==> config.mk <==
export PLATFORM = sky130hd
export DESIGN_NAME = edf_task_scheduler
export DESIGN_NICKNAME = d
export VERILOG_FILES = /design/src/design/edf_pkg.sv /design/src/design/edf_task_scheduler.sv /design/src/design/edf_ram.sv
export VERILOG_INCLUDE_DIRS = /design/src /design/src/design
export SDC_FILE = /design/constraint.sdc
export NUM_CORES = 1
export LEC_CHECK = 0
export ABC_AREA = 1
export BUFFER_PORTS_ARGS = -buffer_cell sky130_fd_sc_hd__buf_4
export CAP_MARGIN = 20
export CORE_MARGIN = 1.5
export CORE_UTILIZATION = 45
export CTS_CLUSTER_SIZE = 16
export DETAILED_ROUTE_END_ITERATION = 6
export SYNTH_ARGS = -nofsm -noshare
export SYNTH_HDL_FRONTEND = slang
export SYNTH_HIERARCHICAL = 1
export SYNTH_SLANG_ARGS = --single-unit
export TNS_END_PERCENT = 30
==> constraint.sdc <==
create_clock -name clk -period 5.3 [get_ports clk]
set_clock_uncertainty 0.1 [all_clocks]
set_input_delay 0 -clock clk [delete_from_list [all_inputs] [get_ports clk]]
set_output_delay 0 -clock clk [all_outputs]
set_load 0.02 [all_outputs]
==> src/design/assert_macros.svh <==
// assertion macros used by the scheduler top level
`ifndef ASSERT_MACROS_SVH
`define ASSERT_MACROS_SVH

// property checked on every rising clock edge outside reset
`define ASSERT_CLK(label, prop, msg) \
    label: assert property (@(posedge clk) disable iff (!rst_n) (prop)) else $error(msg);

// property checked on every rising clock edge, reset included
`define ASSERT_ALWAYS(label, prop, msg) \
    label: assert property (@(posedge clk) (prop)) else $error(msg);

`endif

==> src/design/edf_pkg.sv <==
// types, constants and codes of the edf task scheduler
package edf_pkg;

    localparam int ACTIVE_DEPTH    = 8;
    localparam int APERIODIC_DEPTH = 4;
    localparam int AW  = (ACTIVE_DEPTH > 1) ? $clog2(ACTIVE_DEPTH) : 1;
    localparam int CW  = $clog2(ACTIVE_DEPTH + 1);
    localparam int AAW = (APERIODIC_DEPTH > 1) ? $clog2(APERIODIC_DEPTH) : 1;
    localparam int ACW = $clog2(APERIODIC_DEPTH + 1);

    localparam logic [1:0] FUNC_CREATE = 2'd0;
    localparam logic [1:0] FUNC_DELETE = 2'd1;
    localparam logic [1:0] FUNC_POLL   = 2'd2;

    localparam logic [1:0] KIND_OVERDUE  = 2'd0;
    localparam logic [1:0] KIND_DISPATCH = 2'd1;
    localparam logic [1:0] KIND_NONE     = 2'd2;

    localparam logic [2:0] LIMIT_RESET = 3'd3;

    typedef struct packed {
        logic [1:0]  func;
        logic [7:0]  task_id;
        logic [31:0] rel_deadline;
        logic        del_aperiodic;
        logic [31:0] now;
    } req_t;

    typedef struct packed {
        logic [1:0]  kind;
        logic [7:0]  task_id_res;
        logic        is_aperiodic;
        logic        rejected;
        logic [3:0]  active_count;
        logic [2:0]  aperiodic_count;
        logic [15:0] overdue_total;
        logic        last;
    } res_t;

    typedef struct packed {
        logic [31:0] deadline;
        logic [7:0]  id;
    } act_entry_t;

    typedef enum logic [4:0] {
        S_IDLE,
        S_OP,
        S_INS_RD,
        S_INS_CHK,
        S_DEL_RD,
        S_DEL_CHK,
        S_SH_RD,
        S_SH_WR,
        S_AD_RD,
        S_AD_CHK,
        S_AS_RD,
        S_AS_WR,
        S_SC_RD,
        S_SC_CHK,
        S_EM_RD,
        S_EM_LD,
        S_EM_WAIT
    } state_t;

endpackage

==> src/design/edf_task_scheduler.sv <==
// edf task scheduler top level: sequencer over the periodic and aperiodic memories
//
//  channel   signals                     direction  carries
//  in        in_valid in_ready in_data   input      one create, delete or poll request
//  out       out_valid out_ready out_data output    overdue, dispatch and none results
//  cfg       cfg_valid cfg_ready cfg_data input     aperiodic limit
//
// insert, delete and the overdue scan walk the table one entry at a time, each
// reading a memory entry and comparing it in the next cycle; each result passes
// S_EM_RD, S_EM_LD and S_EM_WAIT, and S_SH_RD/S_SH_WR shift entries after a
// delete or overdue removal; one request at a time; in_ready is high only
// between requests; reset clears the counts, so no memory clearing pass is needed
`include "assert_macros.svh"

module edf_task_scheduler (
    input  logic          clk,
    input  logic          rst_n,
    input  logic          in_valid,
    output logic          in_ready,
    input  edf_pkg::req_t in_data,
    output logic          out_valid,
    input  logic          out_ready,
    output edf_pkg::res_t out_data,
    input  logic          cfg_valid,
    output logic          cfg_ready,
    input  logic [2:0]    cfg_data
);

    import edf_pkg::*;

    state_t      state_reg, state_next;
    req_t        req_reg, req_next;
    logic [CW-1:0]  n_reg, n_next;
    logic [CW-1:0]  idx_reg, idx_next;
    logic [CW-1:0]  off_reg, off_next;
    logic [CW-1:0]  m_reg, m_next;
    logic [ACW-1:0] acnt_reg, acnt_next;
    logic [15:0] ovd_reg, ovd_next;
    logic [2:0]  limit_reg;
    logic [31:0] dl_reg, dl_next;
    logic        rej_reg, rej_next;
    logic        shfin_reg, shfin_next;
    logic [1:0]  kind_reg, kind_next;
    logic        aper_reg, aper_next;
    logic        out_valid_reg, out_valid_next;
    res_t        out_reg, out_next;

    logic        a_we, a_re;
    logic [AW-1:0] a_waddr, a_raddr;
    act_entry_t  a_wdata, a_rdata;
    logic        p_we, p_re;
    logic [AAW-1:0] p_waddr, p_raddr;
    logic [7:0]  p_wdata, p_rdata;

    logic [CW:0] src;
    logic [16:0] ovd_sum;
    logic        aper_full;

    edf_ram #(.WIDTH(40), .DEPTH(ACTIVE_DEPTH)) u_active_ram (
        .clk   (clk),
        .we    (a_we),
        .waddr (a_waddr),
        .wdata (a_wdata),
        .re    (a_re),
        .raddr (a_raddr),
        .rdata (a_rdata)
    );

    edf_ram #(.WIDTH(8), .DEPTH(APERIODIC_DEPTH)) u_aper_ram (
        .clk   (clk),
        .we    (p_we),
        .waddr (p_waddr),
        .wdata (p_wdata),
        .re    (p_re),
        .raddr (p_raddr),
        .rdata (p_rdata)
    );

    assign in_ready  = (state_reg == S_IDLE);
    assign cfg_ready = 1'b1;
    assign out_valid = out_valid_reg;
    assign out_data  = out_reg;

    assign src       = {1'b0, idx_reg} + {1'b0, off_reg};
    assign ovd_sum   = 17'(ovd_reg) + 17'(idx_reg);
    assign aper_full = (int'(acnt_reg) >= int'(limit_reg)) ||
                       (int'(acnt_reg) >= APERIODIC_DEPTH);

    always_ff @(posedge clk or negedge rst_n)
    begin
        if (!rst_n)
        begin
            state_reg     <= S_IDLE;
            n_reg         <= '0;
            acnt_reg      <= '0;
            ovd_reg       <= '0;
            limit_reg     <= LIMIT_RESET;
            out_valid_reg <= 1'b0;
        end
        else
        begin
            state_reg     <= state_next;
            n_reg         <= n_next;
            acnt_reg      <= acnt_next;
            ovd_reg       <= ovd_next;
            out_valid_reg <= out_valid_next;
            if (cfg_valid && cfg_ready)
            begin
                limit_reg <= cfg_data;
            end
        end
    end

    always_ff @(posedge clk)
    begin
        req_reg   <= req_next;
        idx_reg   <= idx_next;
        off_reg   <= off_next;
        m_reg     <= m_next;
        dl_reg    <= dl_next;
        rej_reg   <= rej_next;
        shfin_reg <= shfin_next;
        kind_reg  <= kind_next;
        aper_reg  <= aper_next;
        out_reg   <= out_next;
    end

    // next state
    always_comb
    begin
        state_next = state_reg;
        unique case (state_reg)
            S_IDLE:
            begin
                if (in_valid)
                begin
                    state_next = S_OP;
                end
            end
            S_OP:
            begin
                case (req_reg.func)
                    FUNC_CREATE:
                    begin
                        if (req_reg.rel_deadline != '0 && int'(n_reg) < ACTIVE_DEPTH)
                        begin
                            state_next = S_INS_RD;
                        end
                        else
                        begin
                            state_next = S_SC_RD;
                        end
                    end
                    FUNC_DELETE:
                    begin
                        state_next = req_reg.del_aperiodic ? S_AD_RD : S_DEL_RD;
                    end
                    default:
                    begin
                        state_next = S_SC_RD;
                    end
                endcase
            end
            S_INS_RD:
            begin
                state_next = (idx_reg == '0) ? S_SC_RD : S_INS_CHK;
            end
            S_INS_CHK:
            begin
                state_next = (a_rdata.deadline > dl_reg) ? S_INS_RD : S_SC_RD;
            end
            S_DEL_RD:
            begin
                state_next = (idx_reg == n_reg) ? S_SC_RD : S_DEL_CHK;
            end
            S_DEL_CHK:
            begin
                state_next = (a_rdata.id == req_reg.task_id) ? S_SH_RD : S_DEL_RD;
            end
            S_SH_RD:
            begin
                if (src >= {1'b0, n_reg})
                begin
                    state_next = shfin_reg ? S_IDLE : S_SC_RD;
                end
                else
                begin
                    state_next = S_SH_WR;
                end
            end
            S_SH_WR:
            begin
                state_next = S_SH_RD;
            end
            S_AD_RD:
            begin
                state_next = (int'(idx_reg) == int'(acnt_reg)) ? S_SC_RD : S_AD_CHK;
            end
            S_AD_CHK:
            begin
                state_next = (p_rdata == req_reg.task_id) ? S_AS_RD : S_AD_RD;
            end
            S_AS_RD:
            begin
                state_next = (int'(idx_reg) + 1 >= int'(acnt_reg)) ? S_SC_RD : S_AS_WR;
            end
            S_AS_WR:
            begin
                state_next = S_AS_RD;
            end
            S_SC_RD:
            begin
                state_next = (idx_reg == n_reg) ? S_EM_RD : S_SC_CHK;
            end
            S_SC_CHK:
            begin
                state_next = (a_rdata.deadline < req_reg.now) ? S_SC_RD : S_EM_RD;
            end
            S_EM_RD:
            begin
                state_next = S_EM_LD;
            end
            S_EM_LD:
            begin
                state_next = S_EM_WAIT;
            end
            S_EM_WAIT:
            begin
                if (out_ready)
                begin
                    if (kind_reg == KIND_OVERDUE)
                    begin
                        state_next = S_EM_RD;
                    end
                    else
                    begin
                        state_next = (m_reg != '0) ? S_SH_RD : S_IDLE;
                    end
                end
            end
            default:
            begin
                state_next = S_IDLE;
            end
        endcase
    end

    // datapath and memory controls
    always_comb
    begin
        req_next       = req_reg;
        n_next         = n_reg;
        idx_next       = idx_reg;
        off_next       = off_reg;
        m_next         = m_reg;
        acnt_next      = acnt_reg;
        ovd_next       = ovd_reg;
        dl_next        = dl_reg;
        rej_next       = rej_reg;
        shfin_next     = shfin_reg;
        kind_next      = kind_reg;
        aper_next      = aper_reg;
        out_valid_next = out_valid_reg;
        out_next       = out_reg;
        a_we    = 1'b0;
        a_waddr = idx_reg[AW-1:0];
        a_wdata = '{deadline: dl_reg, id: req_reg.task_id};
        a_re    = 1'b0;
        a_raddr = idx_reg[AW-1:0];
        p_we    = 1'b0;
        p_waddr = idx_reg[AAW-1:0];
        p_wdata = p_rdata;
        p_re    = 1'b0;
        p_raddr = idx_reg[AAW-1:0];
        unique case (state_reg)
            S_IDLE:
            begin
                if (in_valid)
                begin
                    req_next = in_data;
                    rej_next = 1'b0;
                end
            end
            S_OP:
            begin
                idx_next = '0;
                case (req_reg.func)
                    FUNC_CREATE:
                    begin
                        if (req_reg.rel_deadline == '0)
                        begin
                            if (aper_full)
                            begin
                                rej_next = 1'b1;
                            end
                            else
                            begin
                                p_we      = 1'b1;
                                p_waddr   = acnt_reg[AAW-1:0];
                                p_wdata   = req_reg.task_id;
                                acnt_next = acnt_reg + ACW'(1);
                            end
                        end
                        else if (int'(n_reg) >= ACTIVE_DEPTH)
                        begin
                            rej_next = 1'b1;
                        end
                        else
                        begin
                            dl_next  = req_reg.now + req_reg.rel_deadline;
                            idx_next = n_reg;
                        end
                    end
                    default:
                    begin
                    end
                endcase
            end
            S_INS_RD:
            begin
                if (idx_reg == '0)
                begin
                    a_we   = 1'b1;
                    n_next = n_reg + CW'(1);
                end
                else
                begin
                    a_re    = 1'b1;
                    a_raddr = AW'(idx_reg - CW'(1));
                end
            end
            S_INS_CHK:
            begin
                a_we = 1'b1;
                if (a_rdata.deadline > dl_reg)
                begin
                    a_wdata  = a_rdata;
                    idx_next = idx_reg - CW'(1);
                end
                else
                begin
                    n_next   = n_reg + CW'(1);
                    idx_next = '0;
                end
            end
            S_DEL_RD:
            begin
                if (idx_reg == n_reg)
                begin
                    idx_next = '0;
                end
                else
                begin
                    a_re = 1'b1;
                end
            end
            S_DEL_CHK:
            begin
                if (a_rdata.id == req_reg.task_id)
                begin
                    off_next   = CW'(1);
                    shfin_next = 1'b0;
                end
                else
                begin
                    idx_next = idx_reg + CW'(1);
                end
            end
            S_SH_RD:
            begin
                if (src >= {1'b0, n_reg})
                begin
                    n_next   = n_reg - off_reg;
                    idx_next = '0;
                end
                else
                begin
                    a_re    = 1'b1;
                    a_raddr = src[AW-1:0];
                end
            end
            S_SH_WR:
            begin
                a_we     = 1'b1;
                a_wdata  = a_rdata;
                idx_next = idx_reg + CW'(1);
            end
            S_AD_RD:
            begin
                if (int'(idx_reg) == int'(acnt_reg))
                begin
                    idx_next = '0;
                end
                else
                begin
                    p_re = 1'b1;
                end
            end
            S_AD_CHK:
            begin
                if (p_rdata != req_reg.task_id)
                begin
                    idx_next = idx_reg + CW'(1);
                end
            end
            S_AS_RD:
            begin
                if (int'(idx_reg) + 1 >= int'(acnt_reg))
                begin
                    acnt_next = acnt_reg - ACW'(1);
                    idx_next  = '0;
                end
                else
                begin
                    p_re    = 1'b1;
                    p_raddr = AAW'(idx_reg + CW'(1));
                end
            end
            S_AS_WR:
            begin
                p_we     = 1'b1;
                p_wdata  = p_rdata;
                idx_next = idx_reg + CW'(1);
            end
            S_SC_RD:
            begin
                if (idx_reg == n_reg)
                begin
                    m_next   = idx_reg;
                    ovd_next = ovd_sum[16] ? 16'hFFFF : ovd_sum[15:0];
                    idx_next = '0;
                end
                else
                begin
                    a_re = 1'b1;
                end
            end
            S_SC_CHK:
            begin
                if (a_rdata.deadline < req_reg.now)
                begin
                    idx_next = idx_reg + CW'(1);
                end
                else
                begin
                    m_next   = idx_reg;
                    ovd_next = ovd_sum[16] ? 16'hFFFF : ovd_sum[15:0];
                    idx_next = '0;
                end
            end
            S_EM_RD:
            begin
                aper_next = 1'b0;
                if (idx_reg < m_reg)
                begin
                    a_re      = 1'b1;
                    kind_next = KIND_OVERDUE;
                end
                else if (n_reg > m_reg)
                begin
                    a_re      = 1'b1;
                    kind_next = KIND_DISPATCH;
                end
                else if (acnt_reg != '0)
                begin
                    p_re      = 1'b1;
                    p_raddr   = '0;
                    kind_next = KIND_DISPATCH;
                    aper_next = 1'b1;
                end
                else
                begin
                    kind_next = KIND_NONE;
                end
            end
            S_EM_LD:
            begin
                out_valid_next           = 1'b1;
                out_next.kind            = kind_reg;
                out_next.is_aperiodic    = aper_reg;
                out_next.rejected        = rej_reg;
                out_next.active_count    = 4'(n_reg - m_reg);
                out_next.aperiodic_count = 3'(acnt_reg);
                out_next.overdue_total   = ovd_reg;
                out_next.last            = (kind_reg != KIND_OVERDUE);
                if (kind_reg == KIND_NONE)
                begin
                    out_next.task_id_res = '0;
                end
                else if (aper_reg)
                begin
                    out_next.task_id_res = p_rdata;
                end
                else
                begin
                    out_next.task_id_res = a_rdata.id;
                end
            end
            S_EM_WAIT:
            begin
                if (out_ready)
                begin
                    out_valid_next = 1'b0;
                    if (kind_reg == KIND_OVERDUE)
                    begin
                        idx_next = idx_reg + CW'(1);
                    end
                    else
                    begin
                        idx_next   = '0;
                        off_next   = m_reg;
                        shfin_next = 1'b1;
                    end
                end
            end
            default:
            begin
            end
        endcase
    end

    `ASSERT_CLK(a_active_bound, int'(n_reg) <= ACTIVE_DEPTH, "periodic count out of range")
    `ASSERT_CLK(a_aper_bound, int'(acnt_reg) <= APERIODIC_DEPTH, "aperiodic count out of range")
    `ASSERT_ALWAYS(a_no_overlap, !(in_ready && out_valid_reg), "request taken while result pending")
    `ASSERT_CLK(a_ovd_mono, 1'b1 |=> ovd_reg >= $past(ovd_reg), "overdue total went down")
    `ASSERT_CLK(a_last_ends, out_valid_reg && out_ready && out_reg.last |=>
        (state_reg == S_IDLE || state_reg == S_SH_RD), "request did not end after last result")

endmodule

==> src/design/edf_ram.sv <==
// generic single write port ram with registered read
module edf_ram #(
    parameter int WIDTH = 8,
    parameter int DEPTH = 8
) (
    input  logic                                            clk,
    input  logic                                            we,
    input  logic [((DEPTH > 1) ? $clog2(DEPTH) : 1)-1:0]    waddr,
    input  logic [WIDTH-1:0]                                wdata,
    input  logic                                            re,
    input  logic [((DEPTH > 1) ? $clog2(DEPTH) : 1)-1:0]    raddr,
    output logic [WIDTH-1:0]                                rdata
);

    logic [WIDTH-1:0] mem [DEPTH];

    always_ff @(posedge clk)
    begin
        if (we)
        begin
            mem[waddr] <= wdata;
        end
        if (re)
        begin
            rdata <= mem[raddr];
        end
    end

endmodule

# Word-level counts from Yosys, hierarchy flattened
# Memory sizes are Yosys's and may differ from the RTL's. A register that Yosys moved wholly into a read port is not among the register bits.
# Index checks and enable logic that the tools add are counted.
# word_totals
reg_bits,192
latchBits,0
mem_bits_rw,352
romBits,0
in_bits,83
out_inout_bits,39
wordCells,235
mem_count,2
# classes
add_sub_neg,11
multipliers,0
n_div,0
order_cmp,10
n_eq_ne,42
shift,0
muxes,108
n_bitwise,2
reduce_logical,32
# memory_table
memory,depth,word_bits,read_ports,rd_clocked_by_memory_dff,wr,line,text
u_active_ram.mem,8,40,1,1,1,edf_ram.sv:15,logic [WIDTH-1:0] mem [DEPTH];
u_aper_ram.mem,4,8,1,1,1,edf_ram.sv:15,
# ops
cell,n
4-bit 2-to-1 mux,29
5-bit case mux with 17 select lines,1
40-bit case mux with 2 select lines,1
16-bit 2-to-1 mux,3
4-bit case mux with 11 select lines,1
5-bit by 4-bit equality test with 1-bit output (second input constant),8
40-bit 2-to-1 mux,1
8-bit 2-to-1 mux,5
32-bit adder,1
32-bit > comparator,1
32-bit logical NOT,1
32-bit less-than comparator,1
2-bit != test (second input constant),16
16-bit case mux with 2 select lines,1
32-bit nonzero test,1
1-bit 2-to-1 mux,28
3-bit 2-to-1 mux,9
2-bit 2-to-1 mux,13
5-bit by 3-bit equality test with 1-bit output (second input constant),4
16-bit by 4-bit adder with 17-bit output,1
8-bit equality test,2
4-bit case mux with 2 select lines,2
3-bit case mux with 2 select lines,2
4-bit case mux with 3 select lines,1
other kinds (46),72

# Logic depth before layout (Yosys ltp)
# Gate-level depths: netlist (run 1).
# logic_depth
word_depth,8
depth_mapped,19
ltp_nobuf,17

# Cells and area by module
# Netlist (run 1), hierarchy kept.
# by_module_without_submodules
mod,instances,cells_each,area_per_inst_um2,seq_area_each_um2
edf_ram (u_active_ram),1,1441,15199.6,10810.4
edf_task_scheduler,1,1434,12652.1,5607.9
edf_ram (u_aper_ram),1,141,1627.8,1201.2

# Worst setup path before layout (run 1)
# No wires, ideal clock.
# synth_timing
kind,reg2reg
startpoint,register state_reg[0]
endpoint,register req_reg[0] (netlist bit) (enable)
setup_time_ns,0.509
t_arrival_ns,4.337
required_ns,4.691
path_slack_ns,0.354
path_stages_with_launch,6
path_buffers,0
period_less_slack_ns,4.946
path_cell_list,dfrtp_1 -> nor2_1 -> inv_1 -> nor2_1 -> inv_1 -> nor2_1
# synth_between
elab_chain_len,2
# synth_lines
item,line,text
start: declaration,edf_task_scheduler.sv:31,"state_t state_reg, state_next;"
start signal: assignment,edf_task_scheduler.sv:102,state_reg <= state_next;
5-bit logical NOT,-,
named net in_ready,edf_task_scheduler.sv:19,"output logic in_ready,"
2-bit AND reduction (no line),-,
end signal: assignment,edf_task_scheduler.sv:116,req_reg <= req_next;
end: declaration,edf_task_scheduler.sv:32,"req_t req_reg, req_next;"
# The timed path passes the listed nets, and every way through them passes these cells.
# A chain may end at the register's enable or synchronous reset.

# Worst setup path in the final report (run 1)
# layout_timing
startpoint,register idx_reg[0]
endpoint,"register u_active_ram.rdata[15], read port of u_active_ram.mem (data pin)"
# layout_between
elab_chain_len,4
elab_cells_between_ends,14
cone_classes,add/sub: 2; order compare: 2; eq/ne: 1; mux: 8; reduce/logical: 1
# layout_lines
item,line,text
start: declaration,edf_task_scheduler.sv:34,"logic [CW-1:0] idx_reg, idx_next;"
start signal: assignment,edf_task_scheduler.sv:117,idx_reg <= idx_next;
4-bit by 4-bit adder with 5-bit output,edf_task_scheduler.sv:84,"assign src = {1'b0, idx_reg} + {1'b0, off_reg};"
5-bit by 4-bit >= comparator with 1-bit output,edf_task_scheduler.sv:371,"if (src >= {1'b0, n_reg})"
3-bit 2-to-1 mux,edf_task_scheduler.sv:371,
3-bit case mux with 2 select lines (*),edf_task_scheduler.sv:275,unique case (state_reg)
named net a_raddr[1],edf_task_scheduler.sv:49,"logic [AW-1:0] a_waddr, a_raddr;"
end: declaration,edf_ram.sv:12,output logic [WIDTH-1:0] rdata
# Mark *: on every way through the listed nets, which the timed path passes. The rest lies on a longest branch.

==> results of run 1 <==
cells in the mapped netlist, drive strengths merged (6+ instances only):
master	count
nand2	864
nor3	28
o21ai	110
nand4	21
fa	6
a21boi	8
inv	564
a21o	7
o211ai	7
ha	124
clkbuf	15
xor2	33
xnor2	27
nand3	273
buf	71
a21oi	90
nor2	132
edfxtp	560
dfrtp	30
metrics by stage:
step / utilization (%) / setup slack, ns / power [mW] / area, µm²
final: 54.34 / 0.9333 / 16.89 / 35090
after global routing: 54.34 / 0.6239 / 17.97 / 35090
after floorplan: - / 0.3544 / 10.60 / 29480
after CTS: 54.30 / 0.9190 / 16.98 / 35070
after global placement: 48.53 / 1.043 / 12.20 / 31340
after detailed placement: 48.57 / 0.9089 / 12.35 / 31360
power groups by stage:
stage	Clock, mW	Sequential (mW)	Combinational, mW
after floorplan	0	6.41	4.19
after global placement	0	6.63	5.57
after detailed placement	0	6.62	5.73
after CTS	4.58	6.54	5.86
after global routing	4.75	6.57	6.65
final	4.50	6.53	5.86
area by class of cell:
class / instances / area share [%]
clock inverters: 45 / 1.544
repair buffers: 310 / 8.044
well taps: 855 / 3.049
inverters: 566 / 6.069
clock buffers: 70 / 4.446
flip-flops and latches: 592 / 50.21
multi-input cells: 1772 / 26.63
diodes: 1 / 0.007131
logic make-up after synthesis:
family,share of synthesized area (%)
other cells,0.01272
mux,0.03820
simple gates,18.96
flops,59.77
buf+inv,9.023
xor+xnor,1.783
fa+ha+maj,5.670
compound gates,4.749
worst max-delay path, delay by kind of cell, from the launching register on:
kind,cells,cell delay [ns]
adders and majority gates,3,0.90
DFF,1,0.36
and+or+nand+nor,6,0.79
AOI/OAI and AO/OA,3,0.88
buffers and inverters,2,0.99
xor gates and xnor gates,1,0.19
metal layers:
layer  vias up  part of all wire [%]  GRT usage (%)
li1      10420                     -              -
met1     10159                    43          30.22
met2       532                    49          39.45
met3       121                   4.6          2.792
met4         0                   2.9          7.667
met5         -                     0              0
layout by cell type, fill, tap and decap left out, types with 61 or more instances in the layout:
cell and instances:
edfxtp_1 560, inv_2 110, nand2_1 858, nor2_1 114, buf_4 144, a21oi_1 90, clkbuf_16 61, nand3_1 269
inv_1 452, ha_1 124, dlygate4sd3_1 158
worst max path at each step:
stage | start | endpoint | slack [ns]
2_1_floorplan | state_reg[0] | req_reg[0] | 0.35
3_3_place_gp | idx_reg[0] | u_active_ram/rdata[9] | 1.04
3_5_place_dp | idx_reg[0] | u_active_ram/rdata[31] | 0.91
4_1_cts | idx_reg[0] | u_active_ram/rdata[19] | 0.92
5_1_grt | idx_reg[0] | u_active_ram/rdata[14] | 0.62
6_report | idx_reg[0] | u_active_ram/rdata[15] | 0.93
==> flow_summary.json, run 1 <==
{
  "dp_cells": 3935,
  "period_minus_slack_ns": 4.367,
  "clock_latency_ns": 0.65,
  "gp_congestion": 0.8722,
  "synth_top_area_share_pct": 57.04,
  "yosys-top-cells-area": "edfxtp_1 (57%), nand2_1 (11%), inv_1 (5.8%), ha_1 (5.3%), nand3_1 (4.6%)",
  "post-route-period-util_pct": 82.39,
  "coreArea_um2": 64580,
  "crit_path_max_fanout": 64,
  "grt_setup_unrepaired": "no",
  "drt-total-wl_mm": 75.79,
  "cts-root-buf": "clkbuf_16",
  "seqCellArea_um2": 17620,
  "cts_setup_buffers": 0,
  "p_clk_share_pct": 26.7,
  "yosysTopAreaCell": "edfxtp_1",
  "hpwl_mm": 48.25,
  "start_util_pct": 45.65,
  "ir_drop_mv": 0.4340,
  "ys_seq_area_share_pct": 59.77,
  "setup_tns_ns": 0,
  "setup_violations": 0,
  "holdPathEnd": "req_reg[73]",
  "layout.nets": 3516,
  "hold_viol": 0,
  "crit_chain": "buf_4 -> ha_1 -> fa_1 -> xor2_1 -> ha_1 -> a21boi_0 -> o21ai_0 -> nand3_2 -> nand2_1 -> o221ai_4 -> buf_4 -> nand3_1 -> nand2_1 -> nand2_1 -> nand2_1",
  "hold_depth": 2,
  "drt_pass1_iterations": 6,
  "synth-edff-count": 560,
  "grtUsageTotal_pct": 22.98,
  "reg2reg_depth": 15,
  "grt_pass1_vias": 21188,
  "slew_violations": 0,
  "async_flop_share_pct": 5.405,
  "holdCritPathClass": "input pin to flop",
  "cts_buffers": 61,
  "clk_pin_slew_ns": 0.06,
  "pwr-share-seq_pct": 38.6,
  "end_kind": "flop",
  "p_leak_nw": 15.44,
  "worst_pin_slew_ns": 0.9881,
  "cpMaxStageDelayCell": "buf_4",
  "wl_per_cell_um": 18.00,
  "synth_cells": 3016,
  "critPathKind": "flop to flop",
  "die_x_um": 259.0,
  "timing.rr.start": "idx_reg[0]",
  "ys.flop_type": "edfxtp_1",
  "min_from": "in_data[73]",
  "h-tree-depth": 2,
  "io_buffers": 120,
  "dr_total_vias": 21232,
  "power_density_nw_per_um2": 481.3,
  "pwr-share-comb_pct": 34.7,
  "grt_max_degree": 128,
  "drive_gt1_share_pct": 12.37,
  "syn_area_um2": 29480,
  "fin_hold_ws_ns": 0.01313,
  "sw_frac_of_total_pct": 37.19,
  "grt_pass1_wl_mm": 118.4,
  "cp.required_ns": 5.72,
  "yosysWarnings": 6,
  "multi_input_area_um2": 9344,
  "clock.fmax_ghz": 0.2290,
  "grt-ovfl-total": 0,
  "instances_no_fill": 4211,
  "cp_common_cell": "nand2_1",
  "r2r_slack_ns": 0.93,
  "boundaryPins": 122,
  "cap_viol_max_count": 0,
  "setup.worst_path.start_class": "flop",
  "ys_ff_latch": 592,
  "synth_nets": 3229,
  "die_y_um": 259.0,
  "cts_tree": "yes",
  "drc_errors": 0,
  "cts-hold-fix-buffers": 159,
  "p_int_mw": 10.61,
  "clock_path_buffers": 3,
  "status": "finished, final reports clean",
  "worstReg2RegEnd": "u_active_ram/rdata[15]",
  "antenna_found_initial": 1,
  "die_area_um2": 67060,
  "rows": 93,
  "syn_area_per_cell_um2": 9.774,
  "max_stage_delay_ns": 0.80,
  "p_sw_mw": 6.280,
  "crit_arrival_ns": 4.78,
  "max_slew_margin_pct": 33.77,
  "viasPerCell": 5.042,
  "largest_register_ffs": 320,
  "drt-initial-drc-count": 1554,
  "synth.distinct_cells": 53,
  "syn_to_final_growth_pct": 19.03,
  "drtAntennaViolNets": 0,
  "nFillCells": 5616,
  "clock-sinks": 592,
  "post_cts_resized": 0
}
Power figures use the tool's default switching activity.
==> run 2, diff against run 1 <==
==> constraint.sdc (replaced) <==
create_clock -name clk -period 4.2 [get_ports clk]
set_clock_uncertainty 0.1 [all_clocks]
set_input_delay 0 -clock clk [delete_from_list [all_inputs] [get_ports clk]]
set_output_delay 0 -clock clk [all_outputs]
set_load 0.02 [all_outputs]
==> flow_summary.json, run 2 (synthesis gave the netlist of run 1 again) <==
{
  "dr_total_vias": 21304,
  "post-route-period-util_pct": 92.16,
  "cts_tree": "yes",
  "setup.worst_path.start_class": "flop",
  "grt_pass1_wl_mm": 118.5,
  "die_x_um": 259.0,
  "p_leak_nw": 15.41,
  "grtUsageMet2_pct": 40.21,
  "boundaryPins": 122,
  "power_density_nw_per_um2": 611.6,
  "mostFrequentLayoutCells": "nand2_1 (857), edfxtp_1 (560), inv_1 (452)",
  "max_slew_margin_pct": 27.51,
  "final_util_pct": 54.24,
  "use_met3_pct": 3.378,
  "grt-ovfl-total": 0,
  "rows": 93,
  "nFillCells": 5567,
  "grt_pass1_vias": 21095,
  "final_common_cell": "nand2_1",
  "io_buffers": 120,
  "gr-max-usage-layer": "met2",
  "critPathKind": "flop to flop",
  "drtAntennaViolNets": 0,
  "grtUsageTotal_pct": 23.10,
  "reg2reg_depth": 14,
  "drive_gt1_share_pct": 12.28,
  "h-tree-depth": 3,
  "worst_pin_slew_ns": 1.085,
  "viasPerCell": 5.071,
  "placed_cell_area_um2": 31540,
  "hold_viol": 0,
  "setup_tns_ns": 0,
  "drt-initial-drc-count": 1675,
  "end_kind": "flop",
  "ir_drop_mv": 0.3810,
  "grt_max_degree": 103,
  "clk_pin_slew_ns": 0.06,
  "fin_area_um2": 35030,
  "hold_depth": 2,
  "wl_per_cell_um": 18.35,
  "start_util_pct": 45.65,
  "hpwl_mm": 49.13,
  "holdCritPathClass": "input pin to flop",
  "cts_buffers": 66,
  "syn_to_final_growth_pct": 18.83,
  "cts_setup_buffers": 0,
  "clock_latency_ns": 0.61,
  "crit_arrival_ns": 4.13,
  "grt_setup_unrepaired": "no",
  "die_y_um": 259.0,
  "layout.nets": 3507,
  "period_minus_slack_ns": 3.871,
  "die_area_um2": 67060,
  "clock.fmax_ghz": 0.2584,
  "coreArea_um2": 64580,
  "grtUsageMet1_pct": 29.82,
  "fin_hold_ws_ns": 0.02734,
  "crit_path_max_fanout": 99,
  "drc_errors": 0,
  "cts-root-buf": "clkbuf_16",
  "diodes": 0,
  "status": "finished, final reports clean",
  "cp.required_ns": 4.46,
  "slew_violations": 0,
  "setup_violations": 0,
  "drt_pass1_iterations": 6,
  "antenna_found_initial": 0,
  "gp_congestion": 0.8940,
  "cap_viol_max_count": 0,
  "clock-sinks": 592,
  "clock_path_buffers": 3,
  "drt-total-wl_mm": 77.08,
  "p_total_mw": 21.43,
  "largest_register_ffs": 320
}
==> run 2: critical path, stage by stage (launching register included) <==
cell	delay [ns]
edfxtp_1	0.39
ha_1	0.24
fa_1	0.41
xor2_1	0.23
ha_1	0.26
a21boi_0	0.13
o21ai_0	0.28
nand3_2	0.21
o221ai_4	0.36
buf_12	0.36
nand2_1	0.15
nand3_1	0.14
nand2_1	0.08
nand2_1	0.06
nand2_1	0.06
==> run 2: final cells by class <==
type	instances	area [µm²]	area share, %
Multi-Input combinational cell	1772	9323	26.61
Tap cell	855	1070	3.054
Sequential cell	592	17620	50.30
Timing Repair Buffer	296	2809	8.019
Inverter	566	2130	6.079
Clock buffer	94	1819	5.193
Clock inverter	26	260.3	0.7429
==> run 2: final timing paths <==
check                                    endpoint        start  slack, ns
max                        u_active_ram/rdata[21]   idx_reg[0]       0.33
min                                   req_reg[12]  in_data[12]       0.03
max reg2reg                u_active_ram/rdata[21]   idx_reg[0]       0.33
min reg2reg                          out_data[24]      rej_reg       0.34
max in group asynchronous             ovd_reg[14]        rst_n       3.46
min in group asynchronous            limit_reg[0]        rst_n       0.35
==> run 2: through the flow <==
stage / std cells / worst slack, ns
after floorplan: 3016 / 0.4430
after detailed placement: 3945 / 0.3150
after CTS: 4199 / 0.2257
final: 4201 / 0.3294
after global placement: 3945 / 0.4640
after global routing: 4201 / 0.07967
==> run 2: power by group <==
group | total, mW | internal, mW | switching [mW]
clock | 5.59 | 3.28 | 2.32
combinational | 7.62 | 2.51 | 5.11
sequential | 8.21 | 7.60 | 0.611
==> run 2: timing repair <==
action	4_1_cts	5_1_grt
setup endpoints to repair	0	22
hold buffers	134	0
gates resized for setup	0	3
endpoints found under the hold margin	130	0
==> run 2: routing by layer <==
metal	part of all wire [%]	wire length (µm)	vias up
met5	0	0	-
met4	2.6	1982	0
met3	5.1	3936	127
met2	50	38330	590
met1	43	32830	10182
li1	-	-	10405
